### src/sv/mfr_pkg.sv
// Package for the motor frame receiver: framing bytes, command codes,
// status bits, message kinds and the byte-wide CRC-8 update.
// No dependencies.
package mfr_pkg;

  // Framing
  localparam logic [7:0] StartByte = 8'h53;  // 'S'
  localparam logic [7:0] EndByte   = 8'h45;  // 'E'
  localparam logic [7:0] MinLength = 8'd4;   // length, node, command, crc

  // CRC-8, reflected (LSB-first) form; the shift constant 0xD5 is polynomial 0xAB reflected
  localparam logic [7:0] CrcPoly = 8'hD5;
  localparam logic [7:0] CrcInit = 8'hFF;

  // Command codes
  localparam logic [7:0] CmdPosition = 8'h01;
  localparam logic [7:0] CmdWriteAck = 8'h02;
  localparam logic [7:0] CmdStatus   = 8'h05;

  // Object index bytes that mark a position reply
  localparam logic [7:0] PosIndexLo = 8'h64;
  localparam logic [7:0] PosIndexHi = 8'h60;
  localparam logic [7:0] PosSubIdx  = 8'h00;

  // Status word bits
  localparam logic [15:0] StatusPosAccepted = 16'h1000;
  localparam logic [15:0] StatusTargetReach = 16'h0400;
  localparam logic [15:0] StatusEnableMask  = 16'h0007;

  // Default number of stored data bytes
  localparam int unsigned KeptDataBytesDef = 7;

  typedef enum logic [1:0] {
    KindPosition = 2'd0,
    KindWriteAck = 2'd1,
    KindStatus   = 2'd2,
    KindUnknown  = 2'd3
  } msg_kind_e;

  // One byte through the CRC, bit at a time (eight narrow steps)
  function automatic logic [7:0] crc8_update(input logic [7:0] crc, input logic [7:0] data);
    logic [7:0] r;
    r = crc ^ data;
    for (int i = 0; i < 8; i++) begin
      if (r[0]) begin
        r = (r >> 1) ^ CrcPoly;
      end else begin
        r = r >> 1;
      end
    end
    return r;
  endfunction

endpackage

### src/sv/motor_frame_receiver_core.sv
// Motor telegram deframer: start byte, length, node, command, data, CRC-8, end byte.
// Depends on mfr_pkg (constants, message kinds, CRC update).
//
// A result is valid the cycle after its end byte is accepted.
// Throughput: one received byte per cycle; the input stalls only in the end phase
// while the previous result is still waiting to be taken.
// Reset (rst_ni, async, low): parser waits for a start byte, position, status and
// sticky flags clear, no result pending. Stored data bytes are not cleared.
module motor_frame_receiver_core #(
  parameter int unsigned KEPT_DATA_BYTES = mfr_pkg::KeptDataBytesDef
) (
  input  logic               clk_i,
  input  logic               rst_ni,
  // Byte requests
  input  logic               in_valid_i,
  output logic               in_ready_o,
  input  logic [7:0]         rx_byte_i,
  // Frame results
  output logic               out_valid_o,
  input  logic               out_ready_i,
  output logic [7:0]         command_code_o,
  output logic [7:0]         node_number_o,
  output logic [7:0]         data_count_o,
  output logic [1:0]         message_kind_o,
  output logic signed [31:0] position_o,
  output logic [15:0]        status_word_o,
  output logic               homing_done_o,
  output logic               position_accepted_o,
  output logic               target_hit_o,
  output logic               drive_disabled_o
);
  import mfr_pkg::*;

  typedef enum logic [2:0] {
    PhIdle = 3'd0,
    PhLen  = 3'd1,
    PhNode = 3'd2,
    PhCmd  = 3'd3,
    PhData = 3'd4,
    PhCrc  = 3'd5,
    PhEnd  = 3'd6
  } phase_e;

  phase_e      phase_q, phase_d;
  logic [7:0]  crc_q, crc_d;
  logic [7:0]  len_q, len_d;
  logic [7:0]  count_q, count_d;
  logic [7:0]  node_q, node_d;
  logic [7:0]  cmd_q, cmd_d;
  logic [7:0]  kept_q [KEPT_DATA_BYTES];
  logic signed [31:0] pos_q, pos_d;
  logic [15:0] status_q, status_d;
  logic        homing_q, homing_d;
  logic        posacc_q, posacc_d;
  logic        target_q, target_d;

  logic        out_valid_q;
  logic [7:0]  out_cmd_q, out_node_q, out_len_q;
  logic [1:0]  out_kind_q;
  logic        out_dis_q;

  logic        in_accept;
  logic        res_load;
  logic [7:0]  crc_next;
  msg_kind_e   kind;
  logic [15:0] sw;
  logic        disabled;

  // Hold the byte stream only when an end byte could not place its result
  assign in_ready_o = (phase_q != PhEnd) || !out_valid_q || out_ready_i;
  assign in_accept  = in_valid_i && in_ready_o;
  assign res_load   = in_accept && (phase_q == PhEnd) && (rx_byte_i == EndByte);
  assign crc_next   = crc8_update(crc_q, rx_byte_i);

  // Frame decode from the stored data bytes
  assign sw = {kept_q[1], kept_q[0]};
  always_comb begin
    if (cmd_q == CmdPosition && kept_q[0] == PosIndexLo && kept_q[1] == PosIndexHi
        && kept_q[2] == PosSubIdx) begin
      kind = KindPosition;
    end else if (cmd_q == CmdWriteAck) begin
      kind = KindWriteAck;
    end else if (cmd_q == CmdStatus) begin
      kind = KindStatus;
    end else begin
      kind = KindUnknown;
    end
  end
  assign disabled = (kind == KindStatus) && ((sw & StatusEnableMask) != StatusEnableMask);

  // Parser next state
  always_comb begin
    phase_d  = phase_q;
    crc_d    = crc_q;
    len_d    = len_q;
    count_d  = count_q;
    node_d   = node_q;
    cmd_d    = cmd_q;
    pos_d    = pos_q;
    status_d = status_q;
    homing_d = homing_q;
    posacc_d = posacc_q;
    target_d = target_q;
    if (in_accept) begin
      case (phase_q)
        PhIdle: begin
          if (rx_byte_i == StartByte) begin
            phase_d = PhLen;
            crc_d   = CrcInit;
          end
        end
        PhLen: begin
          if (rx_byte_i < MinLength) begin
            phase_d = PhIdle;
          end else begin
            len_d   = rx_byte_i - MinLength;
            crc_d   = crc_next;
            phase_d = PhNode;
          end
        end
        PhNode: begin
          node_d  = rx_byte_i;
          crc_d   = crc_next;
          phase_d = PhCmd;
        end
        PhCmd: begin
          cmd_d   = rx_byte_i;
          count_d = '0;
          crc_d   = crc_next;
          phase_d = (len_q == '0) ? PhCrc : PhData;
        end
        PhData: begin
          count_d = count_q + 8'd1;
          crc_d   = crc_next;
          if (count_d >= len_q) begin
            phase_d = PhCrc;
          end
        end
        PhCrc: begin
          phase_d = (crc_q == rx_byte_i) ? PhEnd : PhIdle;
        end
        PhEnd: begin
          phase_d = PhIdle;
          if (rx_byte_i == EndByte) begin
            // Good frame: update kept position, status and sticky flags
            if (kind == KindPosition) begin
              pos_d = {kept_q[6], kept_q[5], kept_q[4], kept_q[3]};
            end else if (kind == KindStatus) begin
              status_d = sw;
              if ((sw & StatusPosAccepted) != '0 && (sw & StatusTargetReach) != '0) begin
                homing_d = 1'b1;
              end
              if ((sw & StatusPosAccepted) != '0) begin
                posacc_d = 1'b1;
              end
              if ((sw & StatusTargetReach) != '0) begin
                target_d = 1'b1;
              end
            end
          end
        end
        default: begin
          phase_d = PhIdle;
        end
      endcase
    end
  end

  // Parser and kept-value registers
  always_ff @(posedge clk_i or negedge rst_ni) begin
    if (!rst_ni) begin
      phase_q  <= PhIdle;
      crc_q    <= CrcInit;
      len_q    <= '0;
      count_q  <= '0;
      node_q   <= '0;
      cmd_q    <= '0;
      pos_q    <= '0;
      status_q <= '0;
      homing_q <= 1'b0;
      posacc_q <= 1'b0;
      target_q <= 1'b0;
    end else begin
      phase_q  <= phase_d;
      crc_q    <= crc_d;
      len_q    <= len_d;
      count_q  <= count_d;
      node_q   <= node_d;
      cmd_q    <= cmd_d;
      pos_q    <= pos_d;
      status_q <= status_d;
      homing_q <= homing_d;
      posacc_q <= posacc_d;
      target_q <= target_d;
    end
  end

  // Data byte store, one register per slot
  for (genvar i = 0; i < KEPT_DATA_BYTES; i++) begin : g_kept
    always_ff @(posedge clk_i) begin
      if (in_accept && phase_q == PhData && count_q == 8'(i)) begin
        kept_q[i] <= rx_byte_i;
      end
    end
  end

  // Result register
  always_ff @(posedge clk_i or negedge rst_ni) begin
    if (!rst_ni) begin
      out_valid_q <= 1'b0;
    end else if (res_load) begin
      out_valid_q <= 1'b1;
    end else if (out_ready_i) begin
      out_valid_q <= 1'b0;
    end
  end

  always_ff @(posedge clk_i) begin
    if (res_load) begin
      out_cmd_q  <= cmd_q;
      out_node_q <= node_q;
      out_len_q  <= len_q;
      out_kind_q <= kind;
      out_dis_q  <= disabled;
    end
  end

  // Kept values change only when a result loads, so they drive the outputs directly
  assign out_valid_o         = out_valid_q;
  assign command_code_o      = out_cmd_q;
  assign node_number_o       = out_node_q;
  assign data_count_o        = out_len_q;
  assign message_kind_o      = out_kind_q;
  assign drive_disabled_o    = out_dis_q;
  assign position_o          = pos_q;
  assign status_word_o       = status_q;
  assign homing_done_o       = homing_q;
  assign position_accepted_o = posacc_q;
  assign target_hit_o        = target_q;

`ifndef ASSERT_OFF
  // A new result never overwrites one still waiting
  a_no_overwrite: assert property (@(posedge clk_i) disable iff (!rst_ni)
    res_load |-> (!out_valid_q || out_ready_i))
    else $error("result overwritten while pending");

  // A result only follows an accepted end byte in the end phase
  a_result_source: assert property (@(posedge clk_i) disable iff (!rst_ni)
    $rose(out_valid_q) |-> $past(in_accept && phase_q == PhEnd && rx_byte_i == EndByte))
    else $error("result without end byte");

  // Drive-disabled only reported on status frames
  a_disabled_kind: assert property (@(posedge clk_i) disable iff (!rst_ni)
    (out_valid_q && out_dis_q) |-> (out_kind_q == KindStatus))
    else $error("drive disabled on non-status frame");

  // Homing implies both component flags
  a_homing_flags: assert property (@(posedge clk_i) disable iff (!rst_ni)
    homing_q |-> (posacc_q && target_q))
    else $error("homing flag without its components");

  // Sticky flags never clear outside reset
  a_sticky: assert property (@(posedge clk_i) disable iff (!rst_ni)
    !$fell(homing_q) && !$fell(posacc_q) && !$fell(target_q))
    else $error("sticky flag cleared");
`endif

endmodule

### config.mk
export PLATFORM = sky130hd
export DESIGN_NAME = motor_frame_receiver_core
export DESIGN_NICKNAME = d
export VERILOG_FILES = /design/src/sv/mfr_pkg.sv /design/src/sv/motor_frame_receiver_core.sv
export SDC_FILE = /design/constraint.sdc
export NUM_CORES = 1
export LEC_CHECK = 0
export ABC_CLOCK_PERIOD_IN_PS = 2100
export BUFFER_PORTS_ARGS = -buffer_cell sky130_fd_sc_hd__clkbuf_2
export CORE_AREA = 4 4 123 125
export DETAILED_ROUTE_END_ITERATION = 6
export DIE_AREA = 0 0 127 129
export PLACE_DENSITY = 0.72
export SLEW_MARGIN = 20
export SYNTH_ARGS = -nofsm -noshare
export SYNTH_HDL_FRONTEND = slang
export SYNTH_SLANG_ARGS = --single-unit
### constraint.sdc
create_clock -name clk_i -period 2.1 [get_ports clk_i]
set_input_delay 0.525 -clock clk_i [delete_from_list [all_inputs] [get_ports clk_i]]
set_output_delay 0.525 -clock clk_i [all_outputs]
set_load 0.02 [all_outputs]
# == Yosys cells after proc, flatten, opt, wreduce, memory -nomap -nowiden ==
# Memories as Yosys holds them, arrays and structs flattened. A register that Yosys moved wholly into a read port is not among the register bits.
# Index checks and enable logic that the tools add are counted.
# Widths: inputs -> output; s select.
# word_totals
n_memories,1
out_inout_bits,80
in_bits,12
regBits,90
ram_bits,56
elab_cells,162
# memory_table
memory,depth,word_bits,read_ports,rd_ports_with_merged_regs,write_ports,line,rtl
kept_q,7,8,7,4,1,motor_frame_receiver_core.sv:50,logic [7:0] kept_q [KEPT_DATA_BYTES];
# op_classes
magnitude_cmp,2
n_bitwise,11
reduce_logical,49
mux,55
add_sub_neg,2
n_eq_ne,26
# ops
cell,count
$mux 8,16
$reduce_or 8->1,6
$not 4->5,8
$eq 8x3->1 const B,4
$eq 8x7->1 const B,4
$mux 3,9
$eq 8x2->1 const B,3
$logic_not 8->1,3
$mux 1,24
$pmux 8 s3,1
$pmux 3 s6,1
$reduce_and 6->1,3
$eq 8x1->1 const B,2
$logic_and 1x1->1,16
$pmux 8 s2,1
$eq 3x3->1 const B,3
$add 8x1->8 const B,1
$eq 8x8->1,1
$ge 8x8->1,1
$lt 8x3->1 const B,1
$reduce_and 4->1,2
$sub 8x3->8 const B,1
$xor 8x8->8,1
$eq 3x2->1 const B,2
other kinds (16),31

# == Logic depth before layout (Yosys ltp) ==
# depth
word_depth,19
depth_mapped,10
ltp_nobuf,10

# == Worst setup path before layout ==
# No wires, ideal clock.
# synth_path
path_kind,reg2reg
from,reg phase_q[2]
to,"reg pos_q[0], in the netlist position_o[0] (read register of kept_q)"
setup_ps,128
path_buffers,2
synth_period_minus_slack_ps,2409
path_stages_with_launch,10
setup_slack_ps,-309
arrival_time_ps,2281
required_time_ps,1972
cell_sequence,dfrtp_1 > buf_2 > and3b_1 > nand3b_1 > and2_1 > nand4_2 > inv_2 > nand2_2 > buf_4 > mux2_1
# synth_between
elab_chain_len,5
elab_cells_between_ends,6
classes_between,eq/ne: 2; reduce/logical: 4
# synth_lines
item,line,rtl
"start, declared",motor_frame_receiver_core.sv:44,"phase_e phase_q, phase_d;"
"start signal, assigned",motor_frame_receiver_core.sv:172,phase_q <= PhIdle;
"start signal, assigned",motor_frame_receiver_core.sv:184,phase_q <= phase_d;
$ne 3x3->1,motor_frame_receiver_core.sv:70,assign in_ready_o = (phase_q != PhEnd) || !out_valid_q || out_ready_i;
$logic_or 1x1->1 (2 in a row),motor_frame_receiver_core.sv:70,
net in_ready_o,motor_frame_receiver_core.sv:16,"output logic in_ready_o,"
$logic_and 1x1->1,motor_frame_receiver_core.sv:71,assign in_accept = in_valid_i && in_ready_o;
$reduce_and 4->1 (no source line),-,
"end, declared",motor_frame_receiver_core.sv:51,"logic signed [31:0] pos_q, pos_d;"
# The timed path passes the listed nets, and every way through them passes these cells.
# A chain may end at the register's enable or synchronous reset.

# == Worst setup path in the final report ==
# layout_path
from,reg count_q[1]
to,reg phase_q[0]
# layout_between
elab_chain_len,4
# layout_lines
item,line,rtl
"start, declared",motor_frame_receiver_core.sv:47,"logic [7:0] count_q, count_d;"
"start signal, assigned",motor_frame_receiver_core.sv:187,count_q <= count_d;
$add 8x1->8,motor_frame_receiver_core.sv:133,count_d = count_q + 8'd1;
$ge 8x8->1,motor_frame_receiver_core.sv:135,if (count_d >= len_q) begin
$ne 2x2->1 (no source line),-,
$reduce_and 3->1 (no source line),-,
# Every way passes these cells.

==> impl_metrics.sql <==
INSERT INTO impl_metrics (metric_group, metric, value, unit) VALUES
('outcome', 'run_status', 'complete, but fails checks', ''),
('outcome', 'failed_checks', 'setup timing', ''),
('setup_path', 'cpPeakStageDelay', '0.40', 'ns'),
('global_routing', 'grt_pass1_vias', '4857', ''),
('setup_path', 'timing.critical_path.cells', 'ha_4 > nand3_2 > xnor2_2 > ha_1 > a21o_1 > a211oi_1 > o21ai_1 > a31oi_4 > a311oi_4 > mux2_4', ''),
('cts', 'htreeDepth', '4', ''),
('yosys', 'ys_async_sr_fraction', '53.37', '%'),
('power', 'p_leak', '4.372', 'nW'),
('setup_path', 'worstSetupEndpointType', 'register', ''),
('die', 'full_die_area', '16380', 'µm²'),
('finish', 'finalNonFillerCells', '860', ''),
('power', 'power', '11.18', 'mW'),
('finish', 'synthToLayoutAreaGrowth', '32.77', '%'),
('sta', 'period_minus_slack', '2.491', 'ns'),
('sta', 'fin_ws', '-0.3913', 'ns'),
('yosys', 'netlist_instances', '489', ''),
('power', 'switching_power', '3.303', 'mW'),
('global_routing', 'antenna_found_initial', '0', ''),
('cts', 'cts_root_buffer', 'sky130_fd_sc_hd__clkbuf_16', ''),
('yosys', 'yosysWarnings', '0', ''),
('job', 'drv_cap', '0', ''),
('finish', 'finish.utilization', '69.09', '%'),
('sta', 'timing.final.hold_violations', '0', ''),
('min_path', 'hold_path_class', 'input pin to register', ''),
('setup_path', 'critPathBufInv', '0', ''),
('sta', 'maxClockFrequency', '0.4014', 'GHz'),
('power', 'sw_share', '29.53', '%'),
('cts', 'clock_tree.buffer_depth', '2', ''),
('cts', 'cts_num_sinks', '178', ''),
('global_routing', 'global_route_wire_length_before_repair', '26880', 'µm'),
('placed_design', 'place_worst_setup_slack', '-0.3912', 'ns'),
('setup_path', 'critPathLaunchType', 'register', ''),
('placed_design', 'dp_hpwl', '11570', 'µm'),
('yosys', 'synthMostInstantiatedCell', 'sky130_fd_sc_hd__dfrtp_1', ''),
('cts', 'cts-buffers-inserted', '17', ''),
('sta', 'drv_slew', '0', ''),
('power', 'internal_power', '7.882', 'mW'),
('placed_design', 'routabilityCongestion', '0.8214', ''),
('die', 'core_region_area', '13880', 'µm²'),
('global_routing', 'grt_util_all_layers', '21.74', '%'),
('route', 'vias_after_detailed_routing', '4655', ''),
('power', 'share_clk_of_total_power', '30.0', '%'),
('sta', 'post-route-period-util', '118.6', '%'),
('route', 'avgRoutedWirePerCell', '20.08', 'µm'),
('route', 'drc_errors', '0', ''),
('sta', 'setup-violations-final', '3', ''),
('placed_design', 'io_port_bufs', '91', ''),
('sta', 'timing.hold.ws', '0.3207', 'ns'),
('route', 'initialDrtViolationCount', '242', ''),
('setup_path', 'worst-endpoint-arrival', '2.81', 'ns'),
('yosys', 'post_synth_main_area_contributors', 'sky130_fd_sc_hd__edfxtp_1, sky130_fd_sc_hd__dfrtp_1, sky130_fd_sc_hd__mux2_1, sky130_fd_sc_hd__dfstp_2, sky130_fd_sc_hd__mux2_2', ''),
('power', 'comb_power_share', '29.7', '%'),
('route', 'drtAntennaViolNets', '0', ''),
('cts', 'clkTransAtPathRegs', '0.07', 'ns'),
('sta', 'grt_setup_unrepaired', 'true', ''),
('yosys', 'synthFlopType', 'sky130_fd_sc_hd__dfrtp_1', ''),
('yosys', 'synth-edff-count', '83', ''),
('yosys', 'post-synth-top-area-cell', 'sky130_fd_sc_hd__edfxtp_1', ''),
('finish', 'fillers', '928', ''),
('finish', 'finalNetCount', '694', ''),
('sta', 'setup_total_negative_slack', '-1.079', 'ns'),
('finish', 'insertedDiodeCount', '0', ''),
('die', 'rows', '43', ''),
('power', 'share_seq_of_total_power', '40.3', '%'),
('cts', 'tritoncts', 'yes', ''),
('global_routing', 'grt_start_max_net_pins', '53', ''),
('yosys', 'yosys_register_bits', '178', ''),
('power', 'max-vdd-ir-drop', '0.7596', 'mV'),
('power', 'powerDensity', '1166', 'nW/µm²'),
('die', 'ios', '92', ''),
('setup_path', 'critical-path-top-delay-family', 'compound AO/OA/AOI/OAI gates', '');
## state kept, by name (all words and copies together) (netlist names), 2 cells and up
name            flops
len_q               8
data_count_o        8
crc_q               8
status_word_o      16
position_o         32
kept_q             56
phase_q             3
cmd_q               8
count_q             8
command_code_o      8
message_kind_o      2
node_number_o       8
node_q              8
## area by class of cell
| cell class | instances | area (µm²) | area share (%) |
|---|---|---|---|
| flip-flops and latches | 178 | 4883 | 50.92 |
| multi-input cells | 278 | 2579 | 26.89 |
| repair buffers | 173 | 1192 | 12.43 |
| clock buffers | 17 | 425.4 | 4.436 |
| well taps | 180 | 225.2 | 2.348 |
| clock inverters | 15 | 206.4 | 2.153 |
| inverters | 19 | 78.83 | 0.8219 |
## cells in the final DEF, fill, tap and decap left out, drive strengths merged, types with 16 or more instances in the layout
master,count
clkbuf,107
inv,22
dfrtp,87
buf,82
o21ai,19
mux2,63
nor2,16
edfxtp,83
nand2,29
xnor2,23
## logic make-up (layout without fill, tap and decap cells)
group	count (synthesis)	after routing	synth area share [%]
AO/OA/AOI/OAI	51	51	4.331
XOR/XNOR	34	34	4.642
adder cells (fa/ha/maj)	15	15	2.598
buffers and inverters	36	224	2.425
flip-flops	178	178	67.56
multiplexers	64	64	9.960
AND/OR/NAND/NOR	111	114	8.488
## power by group through the flow
stage	logic (mW)	registers, mW	clock network, mW
3_3_place_gp	2.89	4.51	0
4_1_cts	3.13	4.48	3.41
3_5_place_dp	3.00	4.53	0
2_1_floorplan	1.92	4.45	0
6_report	3.33	4.50	3.36
5_1_grt	3.62	4.55	3.58
## layer usage
metal  global-route usage, %  vias up  share of wire (%)
met1                   27.25     2368                 41
met5                       0        -                  0
met4                   7.823        0                1.9
met2                   36.83      137                 52
met3                   5.604       29                5.2
li1                        -     2121                  -
## final timing paths
check,startpoint,to,slack (ns),cells after the start
max reg2reg,count_q[1],phase_q[0],-0.39,10
max in group asynchronous,rst_ni,crc_q[5],0.96,3
min reg2reg,node_q[5],node_number_o[5],0.45,0
min in group asynchronous,rst_ni,position_o[7],0.52,2
max,count_q[1],phase_q[0],-0.39,10
min,out_ready_i,out_valid_o,0.32,2
## repair_timing
item / in CTS / in global routing
pin swaps: 6 / 10
endpoints found under the setup margin: 50 / 94
setup buffers: 1 / 3
hold buffers: 1 / 0
gates cloned: 1 / 2
hold endpoints to repair: 9 / 0
gates resized for setup: 16 / 19
Power figures use the tool's default switching activity.
